==> src/sv/ppd_pkg.sv <==
// ----------------------------------------------------------------------------
// ppd_pkg
// Shared constants for the PID PWM drive unit: register map, reset values and
// the operand widths of the shared multiplier.
// ----------------------------------------------------------------------------
`default_nettype none

package ppd_pkg;

	// Default width of the signed error sample.
	localparam int ERROR_WIDTH_DEF = 16;

	// Configuration port.
	localparam int CFG_IDX_W  = 8;
	localparam int CFG_DATA_W = 32;

	localparam logic [CFG_IDX_W-1:0] REG_PROP_GAIN      = 8'd0;
	localparam logic [CFG_IDX_W-1:0] REG_INT_GAIN_DT    = 8'd1;
	localparam logic [CFG_IDX_W-1:0] REG_DERIV_GAIN_DT  = 8'd2;
	localparam logic [CFG_IDX_W-1:0] REG_OUT_MIN        = 8'd3;
	localparam logic [CFG_IDX_W-1:0] REG_OUT_MAX        = 8'd4;
	localparam logic [CFG_IDX_W-1:0] REG_INTEGRAL_LIMIT = 8'd5;
	localparam logic [CFG_IDX_W-1:0] REG_ERROR_WINDOW   = 8'd6;
	localparam logic [CFG_IDX_W-1:0] REG_PWM_TOP        = 8'd7;

	// Reset values of the registers.
	localparam logic [15:0] RST_PROP_GAIN      = 16'd415;
	localparam logic [15:0] RST_INT_GAIN_DT    = 16'd1311;
	localparam logic [15:0] RST_DERIV_GAIN_DT  = 16'd582;
	localparam logic [7:0]  RST_OUT_MIN        = 8'd100;
	localparam logic [7:0]  RST_OUT_MAX        = 8'd255;
	localparam logic [30:0] RST_INTEGRAL_LIMIT = 31'd992;
	localparam logic [14:0] RST_ERROR_WINDOW   = 15'd2304;
	localparam logic [15:0] RST_PWM_TOP        = 16'd255;

	// Drive level used when the error is outside the window.
	localparam logic [15:0] FULL_DRIVE = 16'd255;

	// Shared multiplier: signed A by signed B, product registered.
	localparam int MUL_A_W = 33;
	localparam int MUL_B_W = 21;
	localparam int MUL_P_W = MUL_A_W + MUL_B_W;

	// ceil(2^22 / 5): floor(y * RECIP_FIVE / 2^22) equals floor(y / 5) for y < 2^21.
	localparam logic [19:0] RECIP_FIVE = 20'd838861;
	localparam int          RECIP_SHIFT = 22;

endpackage

`default_nettype wire

==> src/sv/ppd_mul.sv <==
// ----------------------------------------------------------------------------
// ppd_mul
// Shared signed multiplier with a registered product, loaded when enabled.
// ----------------------------------------------------------------------------
`default_nettype none

module ppd_mul
	import ppd_pkg::*;
(
	input  wire logic                      clk,
	input  wire logic                      en,
	input  wire logic signed [MUL_A_W-1:0] a,
	input  wire logic signed [MUL_B_W-1:0] b,
	output logic signed [MUL_P_W-1:0]      p_q
);

	always_ff @(posedge clk) begin
		if (en) begin
			p_q <= a * b;
		end
	end

endmodule

`default_nettype wire

==> src/sv/pid_pwm_drive_unit.sv <==
// ----------------------------------------------------------------------------
// pid_pwm_drive_unit
// PID motor drive with clamped integral and inverted PWM compare output.
// ----------------------------------------------------------------------------
// Usage:
// One signed Q8.8 error sample enters per control tick on the slave stream
// (s_tvalid/s_tready/s_tdata). Each accepted request yields exactly one result
// on the master stream: m_tdata carries compare_value (low 16 bits) and
// drive_level (high 16 bits); m_tuser carries in_window.
// Gains, output bounds, integral limit, error window and PWM top are written
// through the cfg_valid/cfg_ready channel, which is always ready. Writes are
// meant to happen only while the block is idle; unknown indexes are ignored.
// An in-window sample steps through MNUM, MQ, MAP, MP, CLP, MD, ADDD and
// FIN after acceptance before m_tvalid rises; an out-of-window sample goes
// straight to FIN. All products run through one shared 33 x 21 bit
// multiplier in turn (error scaling, divide-by-twenty reciprocal, proportional,
// integral and derivative terms), so s_tready is low while a sample is being worked.
// If the receiver stalls, the finished result stays in the output register
// and the sequencer waits in its last step until the register frees up.
// Reset (arst_n low) restores the register defaults, clears the stored
// previous mapped error and the integral, and drops m_tvalid.
// ----------------------------------------------------------------------------
`default_nettype none

module pid_pwm_drive_unit
	import ppd_pkg::*;
#(
	parameter int ERROR_WIDTH = ERROR_WIDTH_DEF
) (
	input  wire logic                                clk,
	input  wire logic                                arst_n,
	// Slave stream; s_tdata fields from bit 0: error_sample.
	input  wire logic                                s_tvalid,
	output logic                                     s_tready,
	input  wire logic [((ERROR_WIDTH+7)/8)*8-1:0]    s_tdata,
	// Master stream; m_tdata fields from bit 0: compare_value, drive_level.
	output logic                                     m_tvalid,
	input  wire logic                                m_tready,
	output logic [31:0]                              m_tdata,
	// m_tuser fields from bit 0: in_window.
	output logic                                     m_tuser,
	// Configuration write channel.
	input  wire logic                                cfg_valid,
	output logic                                     cfg_ready,
	input  wire logic [CFG_IDX_W-1:0]                cfg_index,
	input  wire logic [CFG_DATA_W-1:0]               cfg_data
);

	// Width for comparing the error magnitude against the 15-bit window.
	localparam int CMP_W = (ERROR_WIDTH > 15) ? ERROR_WIDTH : 15;
	localparam int ACC_W = 52;

	typedef enum logic [8:0] {
		ST_IDLE = 9'b000000001,
		ST_MNUM = 9'b000000010,
		ST_MQ   = 9'b000000100,
		ST_MAP  = 9'b000001000,
		ST_MP   = 9'b000010000,
		ST_CLP  = 9'b000100000,
		ST_MD   = 9'b001000000,
		ST_ADDD = 9'b010000000,
		ST_FIN  = 9'b100000000
	} state_t;

	state_t state_q;

	// Configuration registers.
	logic [15:0] prop_gain_q, int_gain_dt_q, deriv_gain_dt_q, pwm_top_q;
	logic [7:0]  out_min_q, out_max_q;
	logic [30:0] integral_limit_q;
	logic [14:0] error_window_q;

	// Loop state.
	logic signed [23:0] prev_q;
	logic signed [31:0] integral_q;

	// Working registers.
	logic [14:0]              mag_q;
	logic                     inwin_q;
	logic                     num_neg_q;
	logic signed [23:0]       mapped_q;
	logic signed [24:0]       deriv_q;
	logic signed [ACC_W-1:0]  acc_q;

	// Shared multiplier.
	logic                      mul_en;
	logic signed [MUL_A_W-1:0] mul_a;
	logic signed [MUL_B_W-1:0] mul_b;
	logic signed [MUL_P_W-1:0] prod_q;

	ppd_mul u_mul (
		.clk (clk),
		.en  (mul_en),
		.a   (mul_a),
		.b   (mul_b),
		.p_q (prod_q)
	);

	assign cfg_ready = 1'b1;
	assign s_tready  = (state_q == ST_IDLE);

	// Error magnitude and window test at acceptance.
	logic signed [ERROR_WIDTH-1:0] err;
	logic [ERROR_WIDTH-1:0]        mag;
	logic [CMP_W-1:0]              mag_ext;
	logic                          in_win;

	always_comb begin
		err     = $signed(s_tdata[ERROR_WIDTH-1:0]);
		mag     = err[ERROR_WIDTH-1] ? ERROR_WIDTH'(-err) : ERROR_WIDTH'(err);
		mag_ext = CMP_W'(mag);
		in_win  = mag_ext < CMP_W'(error_window_q);
	end

	// Datapath pieces used by individual sequencer steps.
	logic signed [8:0]  diff;
	logic [22:0]        anum;
	logic [23:0]        anum_rnd;
	logic [21:0]        y;
	logic [18:0]        q;
	logic signed [23:0] mapped;
	logic signed [33:0] isum;
	logic signed [33:0] lim;
	logic signed [31:0] isum_c;
	logic signed [40:0] p16;
	logic [23:0]        p16_c;
	logic [ACC_W-1:0]   rnd;
	logic [27:0]        drv_raw;
	logic [15:0]        drive;

	always_comb begin
		diff     = $signed({1'b0, out_max_q}) - $signed({1'b0, out_min_q});
		anum     = prod_q[23] ? 23'(-prod_q[23:0]) : prod_q[22:0];
		anum_rnd = {1'b0, anum} + 24'd10;
		y        = 22'(anum_rnd >> 2);
		q        = prod_q[RECIP_SHIFT+18:RECIP_SHIFT];
		mapped   = (num_neg_q ? -$signed({5'b0, q}) : $signed({5'b0, q}))
		         + $signed({8'b0, out_min_q, 8'b0});

		isum = 34'(integral_q) + $signed({{2{mapped_q[23]}}, mapped_q, 8'b0});
		lim  = $signed({3'b0, integral_limit_q});
		if (isum > lim) begin
			isum_c = 32'(lim);
		end else if (isum < -lim) begin
			isum_c = 32'(-lim);
		end else begin
			isum_c = 32'(isum);
		end

		// Proportional clamp: the upper bound is tested first.
		p16 = prod_q[40:0];
		if (p16 >= $signed({17'b0, out_max_q, 16'b0})) begin
			p16_c = {out_max_q, 16'b0};
		end else if (p16 <= $signed({17'b0, out_min_q, 16'b0})) begin
			p16_c = {out_min_q, 16'b0};
		end else begin
			p16_c = p16[23:0];
		end

		// In window, round half up to an integer drive, then saturate to 0..pwm_top.
		rnd     = acc_q + ACC_W'(24'h800000);
		drv_raw = rnd[51:24];
		if (!inwin_q) begin
			drive = (pwm_top_q < FULL_DRIVE) ? pwm_top_q : FULL_DRIVE;
		end else if (acc_q[ACC_W-1]) begin
			drive = 16'd0;
		end else if (drv_raw > 28'(pwm_top_q)) begin
			drive = pwm_top_q;
		end else begin
			drive = drv_raw[15:0];
		end
	end

	// Multiplier operand selection per step.
	always_comb begin
		mul_en = 1'b1;
		mul_a  = '0;
		mul_b  = '0;
		unique case (state_q)
			ST_MNUM: begin
				mul_a = MUL_A_W'(diff);
				mul_b = $signed({6'b0, mag_q});
			end
			ST_MQ: begin
				mul_a = $signed({11'b0, y});
				mul_b = $signed({1'b0, RECIP_FIVE});
			end
			ST_MP: begin
				mul_a = MUL_A_W'(mapped_q);
				mul_b = $signed({5'b0, prop_gain_q});
			end
			ST_CLP: begin
				mul_a = MUL_A_W'(integral_q);
				mul_b = $signed({5'b0, int_gain_dt_q});
			end
			ST_MD: begin
				mul_a = MUL_A_W'(deriv_q);
				mul_b = $signed({5'b0, deriv_gain_dt_q});
			end
			ST_IDLE, ST_MAP, ST_ADDD, ST_FIN: begin
				mul_en = 1'b0;
			end
			default: begin
				mul_en = 1'b0;
			end
		endcase
	end

	// Configuration writes.
	always_ff @(posedge clk or negedge arst_n) begin
		if (!arst_n) begin
			prop_gain_q      <= RST_PROP_GAIN;
			int_gain_dt_q    <= RST_INT_GAIN_DT;
			deriv_gain_dt_q  <= RST_DERIV_GAIN_DT;
			out_min_q        <= RST_OUT_MIN;
			out_max_q        <= RST_OUT_MAX;
			integral_limit_q <= RST_INTEGRAL_LIMIT;
			error_window_q   <= RST_ERROR_WINDOW;
			pwm_top_q        <= RST_PWM_TOP;
		end else if (cfg_valid && cfg_ready) begin
			unique case (cfg_index)
				REG_PROP_GAIN:      prop_gain_q      <= cfg_data[15:0];
				REG_INT_GAIN_DT:    int_gain_dt_q    <= cfg_data[15:0];
				REG_DERIV_GAIN_DT:  deriv_gain_dt_q  <= cfg_data[15:0];
				REG_OUT_MIN:        out_min_q        <= cfg_data[7:0];
				REG_OUT_MAX:        out_max_q        <= cfg_data[7:0];
				REG_INTEGRAL_LIMIT: integral_limit_q <= cfg_data[30:0];
				REG_ERROR_WINDOW:   error_window_q   <= cfg_data[14:0];
				REG_PWM_TOP:        pwm_top_q        <= cfg_data[15:0];
				default: begin
				end
			endcase
		end
	end

	// Sequencer, loop state and output register.
	always_ff @(posedge clk or negedge arst_n) begin
		if (!arst_n) begin
			state_q    <= ST_IDLE;
			prev_q     <= '0;
			integral_q <= '0;
			m_tvalid   <= 1'b0;
		end else begin
			// A finished result loads the output register as soon as it is free
			// or being taken in this cycle; otherwise a taken result drops valid.
			if (state_q == ST_FIN && (!m_tvalid || m_tready)) begin
				m_tvalid <= 1'b1;
			end else if (m_tvalid && m_tready) begin
				m_tvalid <= 1'b0;
			end
			unique case (state_q)
				ST_IDLE: begin
					if (s_tvalid) begin
						state_q <= in_win ? ST_MNUM : ST_FIN;
					end
				end
				ST_MNUM: state_q <= ST_MQ;
				ST_MQ:   state_q <= ST_MAP;
				ST_MAP:  state_q <= ST_MP;
				ST_MP: begin
					prev_q     <= mapped_q;
					integral_q <= isum_c;
					state_q    <= ST_CLP;
				end
				ST_CLP:  state_q <= ST_MD;
				ST_MD:   state_q <= ST_ADDD;
				ST_ADDD: state_q <= ST_FIN;
				ST_FIN: begin
					if (!m_tvalid || m_tready) begin
						state_q  <= ST_IDLE;
					end
				end
				default: state_q <= ST_IDLE;
			endcase
		end
	end

	// Working registers without reset.
	always_ff @(posedge clk) begin
		unique case (state_q)
			ST_IDLE: begin
				mag_q   <= mag_ext[14:0];
				inwin_q <= in_win;
			end
			ST_MQ: begin
				num_neg_q <= prod_q[23];
			end
			ST_MAP: begin
				mapped_q <= mapped;
			end
			ST_MP: begin
				deriv_q <= 25'(mapped_q) - 25'(prev_q);
			end
			ST_CLP: begin
				acc_q <= $signed({20'b0, p16_c, 8'b0});
			end
			ST_MD: begin
				acc_q <= acc_q + prod_q[ACC_W-1:0];
			end
			ST_ADDD: begin
				acc_q <= acc_q + $signed({prod_q[43:0], 8'b0});
			end
			ST_FIN: begin
				if (!m_tvalid || m_tready) begin
					m_tdata <= {drive, pwm_top_q - drive};
					m_tuser <= inwin_q;
				end
			end
			default: begin
			end
		endcase
	end

`ifndef SYNTHESIS
	// An accepted request keeps the input side closed on the next cycle.
	a_busy_after_accept: assert property (@(posedge clk) disable iff (!arst_n)
		s_tvalid && s_tready |=> !s_tready)
		else $error("input accepted again while a sample is in work");

	// A presented result is consistent with the PWM top value.
	a_compare_sum: assert property (@(posedge clk) disable iff (!arst_n)
		m_tvalid |-> (m_tdata[31:16] <= pwm_top_q) &&
		(m_tdata[15:0] == 16'(pwm_top_q - m_tdata[31:16])))
		else $error("compare value and drive level disagree with pwm top");

	// Out-of-window results never exceed full drive.
	a_full_drive: assert property (@(posedge clk) disable iff (!arst_n)
		m_tvalid && !m_tuser |-> m_tdata[31:16] <= FULL_DRIVE)
		else $error("out-of-window drive above full drive");
`endif

endmodule

`default_nettype wire

==> config.mk <==
export PLATFORM = sky130hd
export DESIGN_NAME = pid_pwm_drive_unit
export DESIGN_NICKNAME = d
export VERILOG_FILES = /design/src/sv/ppd_pkg.sv /design/src/sv/ppd_mul.sv /design/src/sv/pid_pwm_drive_unit.sv
export SDC_FILE = /design/constraint.sdc
export NUM_CORES = 2
export LEC_CHECK = 0
export ABC_AREA = 1
export BUFFER_PORTS_ARGS = -buffer_cell sky130_fd_sc_hd__buf_2
export CAP_MARGIN = 25
export CORE_MARGIN = 2
export CORE_UTILIZATION = 60
export CTS_CLUSTER_DIAMETER = 200
export DETAILED_ROUTE_END_ITERATION = 7
export HOLD_SLACK_MARGIN = 0.05
export PLACE_DENSITY = 0.77
export SYNTH_ARGS = -nofsm -noshare
export SYNTH_HDL_FRONTEND = slang
export SYNTH_SLANG_ARGS = --single-unit
==> constraint.sdc <==
create_clock -name clk -period 24.5 [get_ports clk]
set_input_delay 2.45 -clock clk [delete_from_list [all_inputs] [get_ports clk]]
set_output_delay 2.45 -clock clk [all_outputs]
set_load 0.1 [all_outputs]
==> impl_metrics.env <==
export IMPL_die_height_um=298
export IMPL_worstSetupPathType="flop to flop"
export IMPL_grt_pass1_vias=44900
export IMPL_worstSetupEndpointType="flop"
export IMPL_drt_first_pass_iters=6
export IMPL_ctsResizeCount=0
export IMPL_status="complete, no violations"
export IMPL_reg2reg_to="u_mul.p_q[47]"
export IMPL_post_cts_buffers=0
export IMPL_start_util_pct=60.8
export IMPL_wl_per_cell_um=20.9
export IMPL_setup_viol=0
export IMPL_setup_slack_ps=12850
export IMPL_synth_ff_type="edfxtp_1"
export IMPL_maxCapViolCount=0
export IMPL_clock_fmax_ghz=0.0859
export IMPL_fp_row_count=107
export IMPL_crit_path_frequent_cell="inv_1"
export IMPL_clockBufferDepth=3
export IMPL_finalMaxSlewViolations=0
export IMPL_overflow=0
export IMPL_drtIter0Drc=4537
export IMPL_power_density_nw_per_um2=46.3
export IMPL_r2r_start="out_max_q[0]"
export IMPL_cts_hold_buf=0
export IMPL_crit_end="u_mul.p_q[47]"
export IMPL_startpoint_type="flop"
export IMPL_fin_crit_ps=11650
export IMPL_chipWidth_um=298
export IMPL_stdcell_count=7892
export IMPL_hpwl_um=133000
export IMPL_hold_viol=0
export IMPL_die_area_sq_um=88900
export IMPL_p_total_uw=2560
export IMPL_hold_depth=2
export IMPL_synth_avg_cell_area_sq_um=7.81
export IMPL_rsz0062_at_grt="false"
export IMPL_synth_area_sq_um=51900
export IMPL_gr_max_usage_layer="met2"
export IMPL_clock_latency_ps=620
export IMPL_fin_nets=7785
export IMPL_grt_first_pass_wirelength_um=255000
export IMPL_gr_usage_met1_pct=51.0
export IMPL_slowest_delay_ps=940
export IMPL_p_leak_uw=0.0274
export IMPL_n_fill_cell=7599
export IMPL_synth_cell_types=73
export IMPL_rr_worst_depth=40
export IMPL_cts_tree="built"
export IMPL_ys_seq_elements=395
export IMPL_worst_slew_pin_slew_ps=1050
export IMPL_dp_slack_ps=13320
export IMPL_r2r_slack_ps=12850
export IMPL_hp_class="flop to flop"
export IMPL_use_met2_pct=58.2
export IMPL_crit_required_ps=24830
export IMPL_drc_errors=0
export IMPL_gp_congestion=1.01
export IMPL_wl_um=165000
export IMPL_worstPathMaxFanout=14
export IMPL_finalCritPeriodShare_pct=47.5
export IMPL_cts_inserted_buffers=46
export IMPL_final_cell_mix="1,373 x nand2_1, 1,335 x inv_1, 565 x fa_1, 557 x nor2_1, 450 x ha_1"
export IMPL_fp_coreArea_sq_um=85400
export IMPL_max_slew_margin_rel_pct=29.8
export IMPL_worstPathArrival_ps=11980
export IMPL_io_pins=97
export IMPL_antenna_found_initial=12
export IMPL_final_setup_tns_ps=0
export IMPL_drive_gt1_share_pct=5.77
export IMPL_io_buffers=94
export IMPL_hold_worst_slack_ps=487
export IMPL_ys_warn_count=0
export IMPL_min_from="prop_gain_q[12]"
export IMPL_synth_edf_count=203
export IMPL_netlist_instances=6649
export IMPL_fin_skew_ps=32.5
export IMPL_ant_nets=0
export IMPL_crit_start="out_max_q[0]"
export IMPL_yosysSeqAreaShare_pct=21.1
export IMPL_cts_root_buf="clkbuf_16"
export IMPL_crit_path_top_delay_cell="nor3b_1"
export IMPL_ys_async_sr_fraction_pct=48.6
export IMPL_max_vdd_ir_drop_uv=76.2
export IMPL_grt_start_max_net_pins=76
export IMPL_grt_use_total_pct=37.2
export IMPL_viasPerCell=5.77
export IMPL_mostFrequentLayoutCell="nand2_1"
export IMPL_clkSinkCount=395
export IMPL_area_delta_synth_final_pct=6.32
export IMPL_gr_usage_met3_pct=6.31
export IMPL_clk_pin_slew_ps=60
export IMPL_dr_total_vias=45500
export IMPL_h_tree_depth=2
export IMPL_place_inst=7799
==> cell type report <==
cell class,instances,area [sq um],share of cell area [%]
Multi-Input combinational cell,4766,35200,63.8
Sequential cell,395,11000,19.9
Inverter,1356,5090,9.22
Tap cell,1144,1430,2.59
Clock buffer,64,1280,2.32
Timing Repair Buffer,144,1000,1.81
Clock inverter,22,194,0.351
Antenna cell,1,2.50,0.00453
==> per-layer routing <==
metal  part of all wire (%)  up-vias  wire length [um]
met5                  0.026        -                43
met4                    5.2        6              8610
met3                     10      382             16400
met2                     44     2118             73200
met1                     40    21800             66600
li1                       -    21200                 -
==> cell families after synthesis <==
family / Yosys count / share of synthesized area, %
adder cells (fa/ha/maj): 1015 / 32.6
AO/OA/AOI/OAI: 1036 / 11.1
other: 2 / 0.0145
flip-flops: 395 / 21.1
XOR/XNOR: 224 / 3.79
AND/OR/NAND/NOR: 2471 / 20.1
buffers and inverters: 1506 / 11.2
==> cell usage after synthesis (8+ instances only) <==
cell / count / area share, %
a31oi_1: 43 / 0.52
nor2_1: 558 / 4.0
a21oi_1: 412 / 4.0
nor4_1: 30 / 0.36
clkbuf_1: 66 / 0.48
buf_2: 62 / 0.60
edfxtp_1: 203 / 12
or2_2: 31 / 0.37
o211ai_1: 18 / 0.26
nor3_1: 85 / 0.82
o21ai_0: 387 / 3.7
xnor2_1: 55 / 0.93
nand3_1: 237 / 2.3
inv_2: 16 / 0.12
nand3_2: 9 / 0.17
a21boi_0: 8 / 0.12
nor3_2: 13 / 0.25
o21bai_1: 16 / 0.23
fa_1: 565 / 22
and3_1: 11 / 0.13
xor2_1: 168 / 2.8
dfstp_2: 45 / 2.3
a21o_1: 16 / 0.23
nand4_1: 53 / 0.64
a211oi_1: 26 / 0.38
ha_1: 450 / 11
nor2_2: 14 / 0.17
o21ai_1: 13 / 0.13
nand2_2: 15 / 0.18
nand2_1: 1375 / 9.9
nand3b_1: 11 / 0.16
a221oi_1: 12 / 0.20
o221ai_1: 15 / 0.25
inv_1: 1335 / 9.7
o21a_1: 32 / 0.46
o2111ai_1: 8 / 0.13
dfrtp_1: 147 / 7.1
buf_4: 13 / 0.19
==> critical path, delay by kind of cell, from the launching register on <==
family / cells / cell delay, ps
DFF: 1 / 550
AOI/OAI and AO/OA: 9 / 2040
xor gates and xnor gates: 1 / 400
buffers and inverters: 9 / 1280
adders and majority gates: 10 / 4390
and+or+nand+nor: 11 / 2670
==> per-stage QoR <==
| step | area (sq um) | util, % |
|---|---|---|
| 2_1_floorplan | 52000 | - |
| 5_1_grt | 55200 | 64.6 |
| 3_3_place_gp | 53500 | 62.7 |
| 4_1_cts | 55000 | 64.4 |
| 3_5_place_dp | 53600 | 62.7 |
| 6_report | 55200 | 64.6 |
==> where the power goes <==
group | switching, uW | internal, uW | total (uW) | leakage [uW]
Sequential | 64.1 | 791 | 855 | 0.00421
Clock | 304 | 379 | 683 | 0.000711
Combinational | 715 | 303 | 1020 | 0.0225
==> state kept, by name, summed over array words and instances, names as in the netlist, 8 cells and up <==
signal,count
acc_q,52
deriv_gain_dt_q,16
deriv_q,25
error_window_q,15
int_gain_dt_q,16
integral_limit_q,31
integral_q,32
m_tdata,32
mag_q,15
mapped_q,24
out_max_q,8
out_min_q,8
prev_q,24
prop_gain_q,16
pwm_top_q,16
state_q,9
u_mul.p_q,52
==> worst min-delay path by stage <==
stage / to / slack, ps
after floorplan: m_tuser / 420
after global placement: deriv_gain_dt_q[11] / 470
after detailed placement: error_window_q[5] / 470
after CTS: error_window_q[5] / 490
after global routing: int_gain_dt_q[4] / 510
final: prop_gain_q[12] / 490
Note: power is estimated with default switching activity, not from simulation.
